[src/rtl/core/gie_pkg.sv]
// ----------------------------------------------------------------------------
// gie_pkg
// Shared widths, register indexes and pipeline types for the geohash
// interleave encoder.
// ----------------------------------------------------------------------------
`default_nettype none

package gie_pkg;

    // Number of bisection steps (one pipeline stage each) and coordinate width.
    localparam int MAX_STEPS  = 32;
    localparam int COORD_BITS = 31;

    // Extra fraction bits that keep every midpoint exact.
    localparam int FRAC_BITS  = 32;

    // Width of the step-count field.
    localparam int DEPTH_W    = 6;

    // Derived widths.
    localparam int POS_W      = COORD_BITS + FRAC_BITS;   // relative position
    localparam int SUM_W      = POS_W + 1;                // lo + hi before halving
    localparam int HASH_W     = 2 * MAX_STEPS;            // full interleaved hash
    localparam int SH_W       = (HASH_W > 2) ? $clog2(HASH_W) : 1;
    localparam int CFG_IDX_W  = 2;

    // Configuration register indexes.
    localparam logic [CFG_IDX_W-1:0] REG_LAT_MIN = 2'd0;
    localparam logic [CFG_IDX_W-1:0] REG_LAT_MAX = 2'd1;
    localparam logic [CFG_IDX_W-1:0] REG_LON_MIN = 2'd2;
    localparam logic [CFG_IDX_W-1:0] REG_LON_MAX = 2'd3;

    // Reset values of the range registers: the full signed span.
    localparam logic [COORD_BITS-1:0] COORD_LOW  = {1'b1, {(COORD_BITS-1){1'b0}}};
    localparam logic [COORD_BITS-1:0] COORD_HIGH = {1'b0, {(COORD_BITS-1){1'b1}}};

    // Payload carried from stage to stage. Ranges are held relative to the
    // range minimum, scaled by 2^FRAC_BITS.
    typedef struct packed {
        logic               err;
        logic [DEPTH_W-1:0] depth;
        logic [POS_W-1:0]   lat_pos;
        logic [POS_W-1:0]   lon_pos;
        logic [POS_W-1:0]   lat_lo;
        logic [POS_W-1:0]   lat_hi;
        logic [POS_W-1:0]   lon_lo;
        logic [POS_W-1:0]   lon_hi;
        logic [HASH_W-1:0]  hash;
    } t_bis;

endpackage

`default_nettype wire

[src/rtl/core/gie_bisect_stage.sv]
// ----------------------------------------------------------------------------
// gie_bisect_stage
// One bisection step for both axes; appends the longitude and latitude bit
// to the hash.
// ----------------------------------------------------------------------------
`default_nettype none

module gie_bisect_stage (
    input  wire logic          i_clk,
    input  wire logic          i_rst_n,
    input  wire logic          i_valid,
    input  wire gie_pkg::t_bis i_data,
    output logic               o_valid,
    output gie_pkg::t_bis      o_data
);

    logic [gie_pkg::SUM_W-1:0] lat_sum, lon_sum;
    logic [gie_pkg::POS_W-1:0] lat_mid, lon_mid;
    logic                      lat_bit, lon_bit;

    logic          r_valid;
    gie_pkg::t_bis r_data;
    gie_pkg::t_bis n_data;

    always_comb begin
        lat_sum = {1'b0, i_data.lat_lo} + {1'b0, i_data.lat_hi};
        lon_sum = {1'b0, i_data.lon_lo} + {1'b0, i_data.lon_hi};
        lat_mid = lat_sum[gie_pkg::SUM_W-1:1];
        lon_mid = lon_sum[gie_pkg::SUM_W-1:1];

        // At or below the midpoint keeps the lower half.
        lat_bit = i_data.lat_pos > lat_mid;
        lon_bit = i_data.lon_pos > lon_mid;

        n_data        = i_data;
        n_data.lat_lo = lat_bit ? lat_mid : i_data.lat_lo;
        n_data.lat_hi = lat_bit ? i_data.lat_hi : lat_mid;
        n_data.lon_lo = lon_bit ? lon_mid : i_data.lon_lo;
        n_data.lon_hi = lon_bit ? i_data.lon_hi : lon_mid;
        n_data.hash   = (i_data.hash << 2) | gie_pkg::HASH_W'({lon_bit, lat_bit});
    end

    always_ff @(posedge i_clk) begin
        if (!i_rst_n) begin
            r_valid <= 1'b0;
        end else begin
            r_valid <= i_valid;
        end
        r_data <= n_data;
    end

    assign o_valid = r_valid;
    assign o_data  = r_data;

endmodule

`default_nettype wire

[config.mk]
export PLATFORM = sky130hd
export DESIGN_NAME = gie_bisect_stage
export DESIGN_NICKNAME = d
export VERILOG_FILES = /design/src/rtl/core/gie_pkg.sv /design/src/rtl/core/gie_bisect_stage.sv
export SDC_FILE = /design/constraint.sdc
export NUM_CORES = 1
export LEC_CHECK = 0
export ABC_AREA = 0
export BUFFER_PORTS_ARGS = -buffer_cell sky130_fd_sc_hd__buf_2
export CORE_AREA = 3 3 351 353
export DETAILED_ROUTE_END_ITERATION = 12
export DIE_AREA = 0 0 354 356
export SYNTH_ARGS = -nofsm -noshare
export SYNTH_HDL_FRONTEND = slang
export SYNTH_SLANG_ARGS = --single-unit
[constraint.sdc]
create_clock -name i_clk -period 8.7 [get_ports i_clk]
set_input_delay 2.61 -clock i_clk [delete_from_list [all_inputs] [get_ports i_clk]]
set_output_delay 2.61 -clock i_clk [all_outputs]
set_load 0.05 [all_outputs]
==> results.sh <==
export IMPL_root_buffer="clkbuf_16"
export IMPL_drt_iter0_drc=1751
export IMPL_cts_max_level=2
export IMPL_cp_slowest_cell="nor4_1"
export IMPL_setup_slack_ps=565
export IMPL_cp_end_kind="flip-flop"
export IMPL_dp_cells=5065
export IMPL_gp_congestion=0.933
export IMPL_max_freq_ghz=0.123
export IMPL_grt_overflow=0
export IMPL_ios=902
export IMPL_hpwl_um=90400
export IMPL_clk_pin_slew_worst_paths_ps=60
export IMPL_fin_tns_setup_ps=0
export IMPL_tritoncts="yes"
export IMPL_ys_flop_type="dfxtp_1"
export IMPL_ys_ff_latch=450
export IMPL_cp_required_ps=9210
export IMPL_postCtsSetupBuffers=0
export IMPL_clock_path_buffers=3
export IMPL_status="finished, final reports clean"
export IMPL_cpPeakStageDelay_ps=460
export IMPL_worstSetupStartpointType="input port"
export IMPL_max_slew_worst_pin_slew_ps=761
export IMPL_pre_cts_ws_ps=74.9
export IMPL_grt_max_degree=42
export IMPL_nNetsFinal=4211
export IMPL_layout_drive_gt1_share=0.389
export IMPL_slew_headroom=0.492
export IMPL_cts_resized=0
export IMPL_fin_util=0.269
export IMPL_drv_cap=0
export IMPL_synthTopCellsByArea="dfxtp_1 40%, ha_1 14%, mux2_2 5.0%"
export IMPL_rows=127
export IMPL_hold_class="input port to flip-flop"
export IMPL_drt_total_wl_um=104000
export IMPL_grt_first_pass_wirelength_um=146000
export IMPL_setup_viol=0
export IMPL_ys_top_cells_by_count="450 x dfxtp_1, 250 x ha_1, 240 x nand2_1, 189 x a21oi_1, 182 x o21ai_0"
export IMPL_die_h_um=356
export IMPL_yosysSeqAreaShare=0.404
export IMPL_yosysTopAreaCell="dfxtp_1"
export IMPL_viasPerCell=4.31
export IMPL_path_class="input port to flip-flop"
export IMPL_vdd_drop_max_v=0.000216
export IMPL_cts_sinks=450
export IMPL_cts_made_buffers=52
export IMPL_syn2layout_area_growth_pct=44.8
export IMPL_wl_per_cell_um=20.1
export IMPL_synth_edf_count=0
export IMPL_die_area_mm2=0.126
export IMPL_cts_hold_buf=0
export IMPL_dpl_instance_area_mm2=0.0305
export IMPL_synth_top_cell_area_share=0.404
export IMPL_yosys_cell_count_top_type="dfxtp_1"
export IMPL_finalCritPeriodShare=0.935
export IMPL_die_w_um=354
export IMPL_first_global_vias=21544
export IMPL_stdcell_area_mm2=0.0323
export IMPL_antenna_found_initial=20
export IMPL_dr_pass1_iters=5
export IMPL_core_area_mm2=0.120
export IMPL_port_buffer_count=899
export IMPL_cp_common_cell="buf_4"
export IMPL_avgSynthCellArea_um2=9.35
export IMPL_hold_viol=0
export IMPL_crit_path_max_fanout=27
export IMPL_post_route_min_period_ps=8130
export IMPL_p_leak_nw=15.8
export IMPL_synth_nets=3088
export IMPL_cp_arrival_ps=8640
export IMPL_yosysUniqueCellTypes=86
export IMPL_async_reset_ff_frac=0
export IMPL_start_util=0.185
export IMPL_yosys_warnings=0
export IMPL_netlist_area_mm2=0.0223
export IMPL_grt_total_usage=0.155
export IMPL_drv_slew=0
export IMPL_drc=0
export IMPL_vias=22291
export IMPL_postRouteAntennaNets=0
export IMPL_synthCells=2384
export IMPL_p_per_area_mw_per_mm2=269
export IMPL_rsz0062_at_grt="false"
export IMPL_fin_cells=5167
## registers in the layout (all words and copies together), names as in the netlist
| signal | cells |
|---|---|
| o_data | 449 |
| o_valid | 1 |
## worst max-delay path: cells and delay by family
family	cells	cell delay (ps)
AOI/OAI and AO/OA	10	2250
and+or+nand+nor	6	1500
buffers and inverters	6	990
adders and majority gates	2	730
muxes	1	360
xor gates and xnor gates	1	180
## kinds of logic (layout without fill, tap and decap cells)
group	after synthesis	after routing	share of synthesized area
compound gates	668	668	0.192
xor+xnor	114	114	0.0451
fa+ha+maj	252	252	0.142
buf+inv	222	1384	0.0391
flops	450	450	0.404
mux	130	130	0.0639
other cells	0	9	0
simple gates	548	548	0.113
## where the power goes
group          internal [mW]  total, mW  switching, mW
Clock                   1.27       2.21          0.938
Combinational           1.17       3.89           2.72
Sequential              2.44       2.57          0.124
Total                   4.89       8.67           3.78
## cells in the final DEF (no fill, tap or decap), drive strengths merged, types with 9 or more instances in the layout
master,count
o211ai,13
a21o,98
o21bai,30
a31oi,12
a21oi,193
ha,250
nand4,56
and4,9
xor2,39
mux2i,32
nor2,111
xnor2,75
a211oi,19
buf,1150
inv,145
a21boi,10
and2,12
nor2b,11
and3,12
clkbuf,67
nand3,35
nand2,240
o21ai,197
o21a,16
mux2,98
or2,10
nor3,27
dfxtp,450
o31ai,21
diode,9
clkinv,14
## area by class of cell
cell class | instances | area [um^2]
diodes | 9 | 22.5
clock inverters | 26 | 228
multi-input cells | 1712 | 12400
inverters | 141 | 529
flip-flops and latches | 450 | 9010
well taps | 1612 | 2020
clock buffers | 67 | 1490
fillers | 12943 | 87900
repair buffers | 1150 | 6560
## per-layer routing
layer | track usage | vias up | share of wire
met5 | 0 | - | 0.00013
met4 | 0.0381 | 2 | 0.020
met3 | 0.0504 | 98 | 0.096
met2 | 0.235 | 882 | 0.43
met1 | 0.213 | 10530 | 0.45
li1 | - | 10779 | -
## through the flow
stage               power, mW  hold slack, ps
floorplan                5.10            2640
global placement         6.46            2710
detailed placement       6.48            2710
CTS                      8.74            2020
global route             9.08            2040
finish                   8.67            2090
## worst paths after layout
| check | start | to | slack (ps) | cells past startpoint |
|---|---|---|---|---|
| setup / recovery | i_data[64] | o_data[159] | 570 | 26 |
| hold / removal | i_data[2] | o_data[4] | 2090 | 1 |
No activity file was read; power rests on OpenSTA's default activity.
