--- src/rtl/core/gie_pkg.sv ---
// ----------------------------------------------------------------------------
// gie_pkg
// Shared widths, register indexes and pipeline types for the geohash
// interleave encoder.
// ----------------------------------------------------------------------------
`default_nettype none

package gie_pkg;

    // Number of bisection steps (one pipeline stage each) and coordinate width.
    localparam int MAX_STEPS  = 32;
    localparam int COORD_BITS = 31;

    // Extra fraction bits that keep every midpoint exact.
    localparam int FRAC_BITS  = 32;

    // Width of the step-count field.
    localparam int DEPTH_W    = 6;

    // Derived widths.
    localparam int POS_W      = COORD_BITS + FRAC_BITS;   // relative position
    localparam int SUM_W      = POS_W + 1;                // lo + hi before halving
    localparam int HASH_W     = 2 * MAX_STEPS;            // full interleaved hash
    localparam int SH_W       = (HASH_W > 2) ? $clog2(HASH_W) : 1;
    localparam int CFG_IDX_W  = 2;

    // Configuration register indexes.
    localparam logic [CFG_IDX_W-1:0] REG_LAT_MIN = 2'd0;
    localparam logic [CFG_IDX_W-1:0] REG_LAT_MAX = 2'd1;
    localparam logic [CFG_IDX_W-1:0] REG_LON_MIN = 2'd2;
    localparam logic [CFG_IDX_W-1:0] REG_LON_MAX = 2'd3;

    // Reset values of the range registers: the full signed span.
    localparam logic [COORD_BITS-1:0] COORD_LOW  = {1'b1, {(COORD_BITS-1){1'b0}}};
    localparam logic [COORD_BITS-1:0] COORD_HIGH = {1'b0, {(COORD_BITS-1){1'b1}}};

    // Payload carried from stage to stage. Ranges are held relative to the
    // range minimum, scaled by 2^FRAC_BITS.
    typedef struct packed {
        logic               err;
        logic [DEPTH_W-1:0] depth;
        logic [POS_W-1:0]   lat_pos;
        logic [POS_W-1:0]   lon_pos;
        logic [POS_W-1:0]   lat_lo;
        logic [POS_W-1:0]   lat_hi;
        logic [POS_W-1:0]   lon_lo;
        logic [POS_W-1:0]   lon_hi;
        logic [HASH_W-1:0]  hash;
    } t_bis;

endpackage

`default_nettype wire

--- src/rtl/core/gie_prep.sv ---
// ----------------------------------------------------------------------------
// gie_prep
// Entry stage: range and step-count checks, positions relative to the range
// minimum, initial bisection interval.
// ----------------------------------------------------------------------------
`default_nettype none

module gie_prep (
    input  wire logic                                 i_clk,
    input  wire logic                                 i_rst_n,
    input  wire logic                                 i_valid,
    input  wire logic signed [gie_pkg::COORD_BITS-1:0] i_lat_coord,
    input  wire logic signed [gie_pkg::COORD_BITS-1:0] i_lon_coord,
    input  wire logic        [gie_pkg::DEPTH_W-1:0]    i_depth,
    input  wire logic signed [gie_pkg::COORD_BITS-1:0] i_lat_min,
    input  wire logic signed [gie_pkg::COORD_BITS-1:0] i_lat_max,
    input  wire logic signed [gie_pkg::COORD_BITS-1:0] i_lon_min,
    input  wire logic signed [gie_pkg::COORD_BITS-1:0] i_lon_max,
    output logic                                      o_valid,
    output gie_pkg::t_bis                             o_data
);

    localparam int XW = gie_pkg::COORD_BITS + 1;

    logic signed [XW-1:0] lat_x, lon_x, lat_lo_x, lat_hi_x, lon_lo_x, lon_hi_x;
    logic signed [XW-1:0] lat_rel, lon_rel, lat_span, lon_span;
    logic                 depth_bad, out_of_range;

    logic          r_valid;
    gie_pkg::t_bis r_data;
    gie_pkg::t_bis n_data;

    always_comb begin
        lat_x    = XW'(i_lat_coord);
        lon_x    = XW'(i_lon_coord);
        lat_lo_x = XW'(i_lat_min);
        lat_hi_x = XW'(i_lat_max);
        lon_lo_x = XW'(i_lon_min);
        lon_hi_x = XW'(i_lon_max);

        lat_rel  = lat_x - lat_lo_x;
        lon_rel  = lon_x - lon_lo_x;
        lat_span = lat_hi_x - lat_lo_x;
        lon_span = lon_hi_x - lon_lo_x;

        depth_bad = (i_depth == '0) ||
                    (i_depth > gie_pkg::DEPTH_W'(gie_pkg::MAX_STEPS));
        out_of_range = (lat_x < lat_lo_x) || (lat_x > lat_hi_x) ||
                       (lon_x < lon_lo_x) || (lon_x > lon_hi_x);

        n_data.err     = depth_bad || out_of_range;
        n_data.depth   = i_depth;
        n_data.lat_pos = {lat_rel[gie_pkg::COORD_BITS-1:0], {gie_pkg::FRAC_BITS{1'b0}}};
        n_data.lon_pos = {lon_rel[gie_pkg::COORD_BITS-1:0], {gie_pkg::FRAC_BITS{1'b0}}};
        n_data.lat_lo  = '0;
        n_data.lat_hi  = {lat_span[gie_pkg::COORD_BITS-1:0], {gie_pkg::FRAC_BITS{1'b0}}};
        n_data.lon_lo  = '0;
        n_data.lon_hi  = {lon_span[gie_pkg::COORD_BITS-1:0], {gie_pkg::FRAC_BITS{1'b0}}};
        n_data.hash    = '0;
    end

    always_ff @(posedge i_clk) begin
        if (!i_rst_n) begin
            r_valid <= 1'b0;
        end else begin
            r_valid <= i_valid;
        end
        r_data <= n_data;
    end

    assign o_valid = r_valid;
    assign o_data  = r_data;

endmodule

`default_nettype wire

--- config.mk ---
export PLATFORM = sky130hd
export DESIGN_NAME = gie_prep
export DESIGN_NICKNAME = d
export VERILOG_FILES = /design/src/rtl/core/gie_pkg.sv /design/src/rtl/core/gie_prep.sv
export SDC_FILE = /design/constraint.sdc
export NUM_CORES = 1
export LEC_CHECK = 0
export BUFFER_PORTS_ARGS = -buffer_cell sky130_fd_sc_hd__buf_2
export CORE_AREA = 2 2 251 253
export CTS_CLUSTER_DIAMETER = 200
export DETAILED_ROUTE_END_ITERATION = 7
export DIE_AREA = 0 0 253 255
export GPL_ROUTABILITY_DRIVEN = 0
export PLACE_DENSITY = 0.42
export SLEW_MARGIN = 5
export SYNTH_ARGS = -nofsm -noshare
export SYNTH_HDL_FRONTEND = slang
export SYNTH_SLANG_ARGS = --single-unit
--- constraint.sdc ---
create_clock -name i_clk -period 5.9 [get_ports i_clk]
set_input_delay 1.18 -clock i_clk [delete_from_list [all_inputs] [get_ports i_clk]]
set_output_delay 1.18 -clock i_clk [all_outputs]
set_load 0.02 [all_outputs]
==> run metrics <==
fillers roughly 7000; complex-gate fraction of the synthesized area between 10% and 20%; Setup Viol. Count Final 0; I/O Buffers ~330; Static Leak ~8 nW; sequential power share between 20% and 30%; top_reg_cell synth dfxtp_1; post-layout instance area roughly 15000 sq um; share of flip-flops with an asynchronous set or reset 0%; post-synthesis xor/xnor area fraction under 10%; maximum VDD drop between 0.2 and 0.25 mV; Setup crit start kind input pin; Post-synth EDFFs 0; post-synthesis simple-gate area fraction between 10% and 20%; CTS Buffer Depth 2; drt drc 0; drt first pass iters 5; Slew headroom between 30% and 40%; initial antenna violation count 18; RSZ-0062 raised after global routing false; critical-path maximum fanout 4; Util after Layout between 20% and 30%; Syn Std Cell Area roughly 13000 sq um; GR Util met1 between 10% and 20%; CTS clk-pin slew, worst paths 0.07 ns; largest family of logic cells by synthesized area buffers and inverters; Seq cells post-synth between 100 and 150; Switching Fraction roughly two fifths; CTS sink count 132; synthesis-to-layout area growth 15.7%; CP dominant cell by count o21ai_0; layout cell share with drive strength beyond 1 slightly below 20%; post-CTS resize count 0; row count approximately 90; number of global-route vias before repair around 11000; dpl cell area between 10000 and 15000 sq um; CTS tree built; grt met2 use a little under a quarter; max-cap violations 0; Sequential Area 2640 sq um; most frequent cells in the layout buf_2 (326), conb_1 (318), ha_1 (184); Top Family by Delay on Critical Path compound AO/OA/AOI/OAI gates; Int Pwr about 2.3 mW; CTS hold repair buffers 0; post-route setup TNS 0 ns; Die Span Y around 260 um; WL final between 40000 and 50000 um; worst slew pin tran ~0.94 ns; core area between 60000 and 70000 sq um; commonest non-fill, non-tap cell in the layout buf_2; CTS root buffer clkbuf_16; Seq/Total Area, Yosys between 20% and 30%; 1st-iter DRT viols between 400 and 500; vias per cell slightly above 4; most crowded layer after global routing met2; TritonCTS buffer count 17; Detail Placement HPWL around 40000 um; Hold WC Path Type input pin to register; final worst path period need 4.12 ns; Critical Path End Type register; IO Count roughly 650; power per cell area between 200 and 300 nW/um^2; mux share of post-synthesis cell area 0.233%; WP data required around 6.3 ns; WHS 0.821 ns; crit path cell chain buf_2 > inv_1 > ha_1 > fa_1 > nor2b_1 > o21a_1 > o21ai_0 > a211oi_1 > o21ai_0 > a21boi_0 > o31a_1 > nor4_1 > a311o_1; Fmax ~240 MHz; Die X-Extent between 200 and 300 um; die area ~65000 sq um; final period utilization 69.8%; status completed; Pwr Total slightly below 4 mW; H-tree lvl count 4; Post-CTS Setup Repair Bufs 0; Clk pwr share 30.0%; met3 GRT Util 4.65%; arrival time at the worst endpoint between 4 and 5 ns; first-pass GRT wire length about 64000 um; Synth cell types 71; crit path buf inv count 2; antenna-violating nets left 0; WS Path Type input pin to register; Mapped Avg Cell Area just over 8 sq um; Synth Instances approximately 1600; slowest stage delay, CP roughly 0.83 ns; Sw Pwr roughly 1.6 mW; Starting Density roughly a fifth; yosys warns 0; GRT Total Usage 13.6%; area of the multi-input gates roughly 8300 sq um; fin nets about 2300; adder-cell share of the synthesized area a little under a fifth; via count approximately 11000; routed len/inst roughly 17 um; largest net degree at the start of global routing 17; GRT overflow 0; Pins Over Slew Limit 0; Gate power share between 40% and 50%; Hold Violations, Final 0; slowest CP cell a211oi_1
==> through the flow <==
| step | setup slack (ns) | cells |
|---|---|---|
| after global placement | 1.33 | 2692 |
| after detailed placement | 1.22 | 2692 |
| final | 1.78 | 2726 |
| after global routing | 1.53 | 2724 |
| after floorplan | 2.26 | 1895 |
| after CTS | 1.76 | 2724 |
==> logic make-up after synthesis <==
logic type,Yosys count
other,1
AO/OA/AOI/OAI,377
multiplexers,3
flip-flops,132
AND/OR/NAND/NOR,273
adder cells (fa/ha/maj),188
buffers and inverters,505
XOR/XNOR,99
==> final timing paths <==
check / start / endpoint / slack (ns) / cells after the start
max: i_lat_max[0] / o_data[252] / 1.78 / 13
min: i_depth[4] / o_data[446] / 0.82 / 1
==> state kept, by name, summed over array words and instances, names as in the netlist <==
signal and cells:
o_data 131, o_valid 1
==> Yosys cell counts, types with 6 or more instances <==
cell / count / area share [%]
nand3_1: 34 / 1.3
o31ai_1: 11 / 0.64
dfxtp_1: 132 / 21
a21oi_1: 111 / 4.3
nand2b_1: 14 / 0.68
xnor2_1: 72 / 4.9
ha_1: 184 / 18
o21a_1: 10 / 0.58
a21o_1: 77 / 4.5
nor3_1: 20 / 0.78
and3_1: 6 / 0.29
nand2_1: 46 / 1.3
xor2_1: 27 / 1.8
or2_2: 7 / 0.34
nor2_1: 71 / 2.1
nor2b_1: 19 / 0.92
a211oi_1: 10 / 0.58
o21bai_1: 20 / 1.2
inv_1: 175 / 5.1
clkbuf_1: 7 / 0.20
o21ai_0: 57 / 2.2
nor4_1: 6 / 0.29
o211ai_1: 6 / 0.35
buf_4: 318 / 19
a31oi_1: 12 / 0.58
and2_1: 8 / 0.39
nand4_1: 25 / 1.2
==> power by group through the flow <==
stage	combinational, mW	sequential [mW]	clock, mW
after floorplan	0.985	1.39	0
after global placement	1.59	1.17	0
after detailed placement	1.59	1.17	0
after CTS	1.60	1.15	1.23
after global routing	1.74	1.17	1.25
final	1.59	1.15	1.17
==> final cells by class <==
class | count | area share [%]
Clock buffer | 18 | 2.95
Tap cell | 799 | 6.71
Clock inverter | 14 | 1.18
Inverter | 175 | 4.41
Sequential cell | 132 | 17.7
Antenna cell | 2 | 0.0336
Timing Repair Buffer | 328 | 11.1
Multi-Input combinational cell | 1258 | 55.9
==> routing by layer <==
| layer | routed length, um | part of all wire, % |
|---|---|---|
| met1 | 18400 | 40 |
| met3 | 3860 | 8.4 |
| met5 | 99 | 0.22 |
| met4 | 873 | 1.9 |
| met2 | 22500 | 49 |
(Power assumes the default switching activity.)
