===== config.mk =====
export PLATFORM = sky130hd
export DESIGN_NAME = gie_align
export DESIGN_NICKNAME = d
export VERILOG_FILES = /design/src/rtl/core/gie_pkg.sv /design/src/rtl/core/gie_align.sv
export SDC_FILE = /design/constraint.sdc
export NUM_CORES = 1
export LEC_CHECK = 0
export BUFFER_PORTS_ARGS = -buffer_cell sky130_fd_sc_hd__buf_2
export CAP_MARGIN = 25
export CORE_AREA = 2 2 204 206
export CTS_CLUSTER_SIZE = 16
export DETAILED_ROUTE_END_ITERATION = 10
export DIE_AREA = 0 0 206 208
export PLACE_DENSITY = 0.43
export SYNTH_ARGS = -nofsm -noshare
export SYNTH_HDL_FRONTEND = slang
export SYNTH_SLANG_ARGS = --single-unit

===== constraint.sdc =====
create_clock -name i_clk -period 2.85 [get_ports i_clk]
set_input_delay 0.1425 -clock i_clk [delete_from_list [all_inputs] [get_ports i_clk]]
set_output_delay 0.1425 -clock i_clk [all_outputs]
set_load 0.05 [all_outputs]

===== src/rtl/core/gie_pkg.sv =====
// ----------------------------------------------------------------------------
// gie_pkg
// Shared widths, register indexes and pipeline types for the geohash
// interleave encoder.
// ----------------------------------------------------------------------------
`default_nettype none

package gie_pkg;

    // Number of bisection steps (one pipeline stage each) and coordinate width.
    localparam int MAX_STEPS  = 32;
    localparam int COORD_BITS = 31;

    // Extra fraction bits that keep every midpoint exact.
    localparam int FRAC_BITS  = 32;

    // Width of the step-count field.
    localparam int DEPTH_W    = 6;

    // Derived widths.
    localparam int POS_W      = COORD_BITS + FRAC_BITS;   // relative position
    localparam int SUM_W      = POS_W + 1;                // lo + hi before halving
    localparam int HASH_W     = 2 * MAX_STEPS;            // full interleaved hash
    localparam int SH_W       = (HASH_W > 2) ? $clog2(HASH_W) : 1;
    localparam int CFG_IDX_W  = 2;

    // Configuration register indexes.
    localparam logic [CFG_IDX_W-1:0] REG_LAT_MIN = 2'd0;
    localparam logic [CFG_IDX_W-1:0] REG_LAT_MAX = 2'd1;
    localparam logic [CFG_IDX_W-1:0] REG_LON_MIN = 2'd2;
    localparam logic [CFG_IDX_W-1:0] REG_LON_MAX = 2'd3;

    // Reset values of the range registers: the full signed span.
    localparam logic [COORD_BITS-1:0] COORD_LOW  = {1'b1, {(COORD_BITS-1){1'b0}}};
    localparam logic [COORD_BITS-1:0] COORD_HIGH = {1'b0, {(COORD_BITS-1){1'b1}}};

    // Payload carried from stage to stage. Ranges are held relative to the
    // range minimum, scaled by 2^FRAC_BITS.
    typedef struct packed {
        logic               err;
        logic [DEPTH_W-1:0] depth;
        logic [POS_W-1:0]   lat_pos;
        logic [POS_W-1:0]   lon_pos;
        logic [POS_W-1:0]   lat_lo;
        logic [POS_W-1:0]   lat_hi;
        logic [POS_W-1:0]   lon_lo;
        logic [POS_W-1:0]   lon_hi;
        logic [HASH_W-1:0]  hash;
    } t_bis;

endpackage

`default_nettype wire


===== src/rtl/core/gie_align.sv =====
// ----------------------------------------------------------------------------
// gie_align
// Output stage: right-aligns the first depth bit pairs of the full hash and
// forces zero on error.
// ----------------------------------------------------------------------------
`default_nettype none

module gie_align (
    input  wire logic                        i_clk,
    input  wire logic                        i_rst_n,
    input  wire logic                        i_valid,
    input  wire gie_pkg::t_bis               i_data,
    output logic                             o_done,
    output logic [gie_pkg::HASH_W-1:0]       o_hash_bits,
    output logic                             o_error
);

    logic [gie_pkg::DEPTH_W:0]   steps_left;
    logic [gie_pkg::SH_W-1:0]    shamt;

    logic                        r_done;
    logic [gie_pkg::HASH_W-1:0]  r_hash;
    logic                        r_error;
    logic [gie_pkg::HASH_W-1:0]  n_hash;

    always_comb begin
        // Drop the pairs produced past the requested step count.
        steps_left = (gie_pkg::DEPTH_W+1)'(gie_pkg::MAX_STEPS) - {1'b0, i_data.depth};
        shamt      = gie_pkg::SH_W'({steps_left, 1'b0});
        n_hash     = i_data.err ? '0 : (i_data.hash >> shamt);
    end

    always_ff @(posedge i_clk) begin
        if (!i_rst_n) begin
            r_done <= 1'b0;
        end else begin
            r_done <= i_valid;
        end
        r_hash  <= n_hash;
        r_error <= i_data.err;
    end

    assign o_done      = r_done;
    assign o_hash_bits = r_hash;
    assign o_error     = r_error;

endmodule

`default_nettype wire


==> flow_summary.json, run 1 <==
{
  "cpMaxStageDelayCell": "ha_4",
  "initial_core_util_pct": 11.2,
  "critPathKind": "input pin to register",
  "area_growth_pct": 41.0,
  "fin_crit_ps": 2380,
  "grt_usage_pct": 11.1,
  "drive_above_1_share_pct": 36.6,
  "cap_violations": 0,
  "ys.flop_type": "dfxtp_1",
  "clk_pin_slew_ps": 60,
  "vdd_drop_max_uv": 277,
  "synth_cell_type_count": 47,
  "grt_pass1_wl_um": 34300,
  "grt_pass1_vias": 4777,
  "cp_max_fo": 19,
  "drt-total-wl_um": 23500,
  "gp_congestion": 0.872,
  "syn_avg_cell_area_um2": 9.29,
  "num_vias": 4653,
  "ys_async_sr_fraction_pct": 0,
  "cts_buffers": 9,
  "place_area_mm2": 0.00607,
  "drt_iter0_drc": 356,
  "endpoint_kind": "register",
  "worst_slew_margin_rel_pct": 33.0,
  "total_power_mw": 3.73,
  "root_buffer": "clkbuf_16",
  "clockBufferDepth": 2,
  "viasPerCell": 3.95,
  "synth-edff-count": 0,
  "timing_hold_violations_final": 0,
  "ys_ff_latch": 66,
  "final_area_mm2": 0.00642,
  "synth_top_area_share_pct": 29.0,
  "final_common_cell": "buf_2",
  "dr.pass1.iters": 5,
  "power_density_mw_per_mm2": 582,
  "die_y_um": 208,
  "postRouteAntennaNets": 0,
  "yosysSeqAreaShare_pct": 29.0,
  "setup_tns_ps": 0,
  "worstPathRequired_ps": 3010,
  "syn_inst": 490,
  "final_cell_mix": "buf_2 (138), mux2i_1 (90), nand2_1 (76)",
  "cpMostUsedCell": "mux2i_1",
  "cellLeakagePower_nw": 2.78,
  "critPathMaxStageDelay_ps": 460,
  "fin_nets": 1092,
  "core_area_mm2": 0.0406,
  "synth_nets": 943,
  "outcome": "finished, final reports clean",
  "syn-cell-area_mm2": 0.00455,
  "cts_max_level": 3,
  "period_share_pct": 83.4,
  "fmax_mhz": 421,
  "post-dp-hpwl_um": 19900,
  "path_buf_inv": 4,
  "ioPinCount": 518,
  "grt_max_degree": 33,
  "hold_ws_ps": 76.4,
  "rsz0062_at_grt": "no",
  "wl_per_cell_um": 20.0,
  "post-route-drc-count": 0,
  "hold_path_depth": 1,
  "fillers": 4672,
  "hold_end": "o_error$_DFF_P_",
  "die-area_mm2": 0.0428,
  "crit_path_cell_trace": "buf_2, inv_2, ha_4, buf_12, buf_4, mux2i_1, mux2i_1, a21oi_1, o221ai_1",
  "placementRows": 74,
  "cts_sinks": 66,
  "cts_tree": "done",
  "startpoint_type": "input pin",
  "post-cts-setup-buffer-count": 0,
  "crit_family": "compound AO/OA/AOI/OAI gates",
  "antenna_found_initial": 5,
  "globalRoute.totalOverflow": 0,
  "worst_slew_pin_slew_ps": 997,
  "buffer_ports.inserted": 138,
  "startpoint": "i_data[442]",
  "hold_start": "i_data[448]",
  "ys_top_cells_by_area": "dfxtp_1 (29%), mux2i_1 (20%), mux4_2 (12%), nand2_1 (6.3%), mux2_2 (3.2%)",
  "arrival_ps": 2540,
  "setup_violations": 0,
  "hp-class": "input pin to register",
  "synth_top_cell_by_area": "dfxtp_1",
  "drv_slew": 0,
  "yosys_warnings": 0,
  "fp.dieW_um": 206
}
## cell usage after synthesis, drive strengths merged (2+ instances only)
master / count
mux2: 14
a21o: 3
o22a: 3
o32a: 2
or2: 3
clkbuf: 10
nand2b: 2
nand4: 2
nand3: 16
o211ai: 2
mux2i: 90
o21a: 2
xnor2: 2
a221o: 12
nor2b: 10
dfxtp: 66
and2: 5
a211oi: 7
nor4: 2
mux4: 24
nor2: 26
nor3: 5
inv: 2
buf: 27
o221ai: 13
a21oi: 22
o21ai: 20
o2bb2ai: 6
and3: 3
a32oi: 2
xor2: 2
or3: 2
nand2: 77
## worst max-delay path by stage
| stage | depth (start not counted) | to | slack [ps] |
|---|---|---|---|
| final | 9 | o_hash_bits[1]$_SDFF_PP0_ | 470 |
| after global routing | 9 | o_hash_bits[1]$_SDFF_PP0_ | 300 |
| after CTS | 9 | o_hash_bits[1]$_SDFF_PP0_ | 470 |
| after detailed placement | 9 | o_hash_bits[1]$_SDFF_PP0_ | 110 |
| after global placement | 9 | o_hash_bits[1]$_SDFF_PP0_ | 150 |
| after floorplan | 13 | o_hash_bits[0]$_SDFF_PP0_ | 70 |
## per-layer routing
metal	up-vias	GRT usage (%)	share of wire [%]
li1	2136	-	-
met1	2284	14.2	43
met2	194	18.1	47
met3	33	2.60	7.0
met4	6	3.77	2.6
met5	-	0	0.14
## sequential cells by signal, indices dropped and copies added, names as in the netlist
name / cells
o_done: 1
o_error: 1
o_hash_bits: 64
## layout make-up
cell class | count | area, um^2 | area share [%]
timing repair buffer | 175 | 1030 | 16.0
tap | 532 | 666 | 10.4
sequential | 66 | 1320 | 20.6
clock inverter | 7 | 100 | 1.56
antenna | 2 | 5.00 | 0.0780
clock buffer | 9 | 225 | 3.51
inverter | 3 | 11.3 | 0.175
multi-input combinational | 384 | 3060 | 47.7
## power by group
part | switching, mW | leakage (nW) | internal, mW
Clock | 0.473 | 0.160 | 0.774
Sequential | 0.0328 | 0.542 | 1.01
Combinational | 0.974 | 2.08 | 0.475
## stage by stage
stage	setup slack, ps	cells	utilization [%]
6_report	474	1178	15.8
4_1_cts	472	1176	15.8
2_1_floorplan	71.6	490	-
5_1_grt	298	1176	15.8
3_5_place_dp	113	1158	15.0
3_3_place_gp	150	1157	14.9
## timing repair
item | 4_1_cts | 5_1_grt
hold buffers | 2 | 0
resized for setup | 0 | 0
endpoints found under the hold margin | 1 | 0
## kinds of logic after synthesis
kind of cell / synth area share (%)
AND/OR/NAND/NOR: 15.1
multiplexers: 35.2
AO/OA/AOI/OAI: 15.2
flip-flops: 29.0
buffers and inverters: 4.45
XOR/XNOR: 0.770
adder cells (fa/ha/maj): 0.275
Power figures use the tool's default switching activity.
==> run 2, diff against run 1 <==
--- a/config.mk
+++ b/config.mk
@@ -7,10 +7,10 @@
 export LEC_CHECK = 0
 export BUFFER_PORTS_ARGS = -buffer_cell sky130_fd_sc_hd__buf_2
 export CAP_MARGIN = 25
-export CORE_AREA = 2 2 204 206
+export CORE_AREA = 2 2 203 205
 export CTS_CLUSTER_SIZE = 16
 export DETAILED_ROUTE_END_ITERATION = 10
-export DIE_AREA = 0 0 206 208
+export DIE_AREA = 0 0 205 207
 export PLACE_DENSITY = 0.43
 export SYNTH_ARGS = -nofsm -noshare
 export SYNTH_HDL_FRONTEND = slang
==> constraint.sdc (replaced) <==
create_clock -name i_clk -period 2.4 [get_ports i_clk]
set_input_delay 0.12 -clock i_clk [delete_from_list [all_inputs] [get_ports i_clk]]
set_output_delay 0.12 -clock i_clk [all_outputs]
set_load 0.05 [all_outputs]
==> run 2 against run 1 <==
Effect of this change:
- clock-buffer cell count stayed put
- wire length is 0.61% higher
- total power is 22% higher
- sequential share of layout area is 1.0 points lower
- largest power group unchanged
- die area is 0.96% lower
- critical path type unchanged
- first-iteration DRC count is 3.4% lower
- cell area is 5.2% higher
- non-clock buffer count is 46 higher
- hold slack worse by 55 ps
- setup slack worse by 240 ps
- global-route usage hardly changed
- highest routed layer unchanged
- via count is 3.1% higher
==> flow_summary.json, run 2 (synthesis results as in run 1) <==
{
  "cpMaxStageDelayCell": "ha_4",
  "cap_violations": 0,
  "core_area_mm2": 0.0404,
  "dp_slack_ps": -97.4,
  "drt_iter0_drc": 344,
  "power_density_mw_per_mm2": 673,
  "globalRoute.totalOverflow": 0,
  "critPathMaxStageDelay_ps": 430,
  "met1_usage_pct": 14.4,
  "final_cells": 1225,
  "antenna_found_initial": 5,
  "cp_max_fo": 36,
  "setup_violations": 0,
  "regArea_mm2": 0.00132,
  "hp-class": "input pin to register",
  "crit_path_cell_trace": "buf_2, inv_4, ha_4, buf_12, mux2i_1, mux2i_1, mux2_2, nand2_1, o221ai_1",
  "gp_congestion": 0.874,
  "setup_ws_ps": 233,
  "busiest_layer": "met2",
  "grt_max_degree": 37,
  "ioPinCount": 518,
  "timing_hold_violations_final": 0,
  "cts_max_level": 3,
  "fillers": 4620,
  "cpMostUsedCell": "mux2i_1",
  "fmax_mhz": 461,
  "cts_resized": 0,
  "die_y_um": 207,
  "startpoint_type": "input pin",
  "grt_usage_pct": 11.1,
  "fin_crit_ps": 2170,
  "clk_pin_slew_ps": 60,
  "use_met2_pct": 18.4,
  "initial_core_util_pct": 11.3,
  "drive_above_1_share_pct": 40.9,
  "post-route-drc-count": 0,
  "hold_ws_ps": 21.1,
  "placementRows": 74,
  "finalCoreUtilization_pct": 16.7,
  "vdd_drop_max_uv": 329,
  "num_vias": 4798,
  "cts_buffers": 9,
  "fp.dieW_um": 205,
  "clockBufferDepth": 2,
  "rsz0062_at_grt": "no",
  "wl_per_cell_um": 19.3,
  "total_power_mw": 4.54,
  "postRouteAntennaNets": 0,
  "area_growth_pct": 48.3,
  "dr.pass1.iters": 5,
  "multi_input_area_mm2": 0.00306,
  "dp_cells": 1204,
  "endpoint_kind": "register",
  "post-dp-hpwl_um": 20200,
  "drt-total-wl_um": 23700,
  "viasPerCell": 3.92,
  "use_met3_pct": 2.67,
  "worst_slew_pin_slew_ps": 568,
  "worstPathRequired_ps": 2570,
  "grt_pass1_wl_um": 34200,
  "worst_slew_margin_rel_pct": 61.1,
  "cellLeakagePower_nw": 3.00,
  "cts_sinks": 66,
  "buffer_ports.inserted": 138,
  "arrival_ps": 2340,
  "fin_nets": 1138,
  "critPathKind": "input pin to register",
  "drv_slew": 0,
  "outcome": "finished, final reports clean",
  "die-area_mm2": 0.0424,
  "cts_tree": "done",
  "grt_pass1_vias": 4958,
  "root_buffer": "clkbuf_16",
  "final_cell_mix": "buf_2 (138), mux2i_1 (90), buf_4 (78)",
  "final_common_cell": "buf_2",
  "largest_register_ffs": 64,
  "period_share_pct": 90.3
}
==> run 2: where the power goes <==
group	total, mW	internal [mW]	switching, mW
clock	1.46	0.918	0.541
combinational	1.85	0.663	1.19
sequential	1.23	1.19	0.0396
==> run 2: final cells by class <==
type,count,share of cell area (%)
multi-input combinational,384,45.4
timing repair buffer,221,20.1
sequential,66,19.6
tap,532,9.86
clock buffer,9,3.34
clock inverter,7,1.48
inverter,3,0.204
antenna,3,0.111
==> run 2: what timing repair did <==
item | CTS | global route
hold endpoints to repair | 1 | 0
buffers inserted | 0 | 0
hold buffers | 2 | 0
==> run 2: through the flow <==
| stage | setup TNS [ps] | cell area [um^2] |
|---|---|---|
| after floorplan | 0 | 4590 |
| after global placement | -134 | 6390 |
| after detailed placement | -175 | 6400 |
| after CTS | 0 | 6750 |
| after global routing | 0 | 6750 |
| final | 0 | 6750 |
==> run 2: critical path, delay by kind of cell <==
| kind | cells | cell delay [ps] |
|---|---|---|
| AOI/OAI and AO/OA | 1 | 180 |
| muxes | 3 | 1040 |
| adders and majority gates | 1 | 430 |
| and+or+nand+nor | 1 | 100 |
| buffers and inverters | 3 | 460 |
==> run 2: path summary, 6_finish.rpt <==
| path | start | endpoint | slack (ps) | cells past startpoint |
|---|---|---|---|---|
| worst min-delay path | i_data[448] | o_error$_DFF_P_ | 20 | 1 |
| worst max-delay path | i_data[442] | o_hash_bits[7]$_SDFF_PP0_ | 230 | 9 |
==> run 2: per-layer routing <==
| layer | vias to the layer above | part of all wire, % |
|---|---|---|
| met4 | 4 | 2.0 |
| li1 | 2233 | - |
| met3 | 30 | 6.1 |
| met1 | 2354 | 44 |
| met2 | 177 | 48 |
| met5 | - | 0.093 |
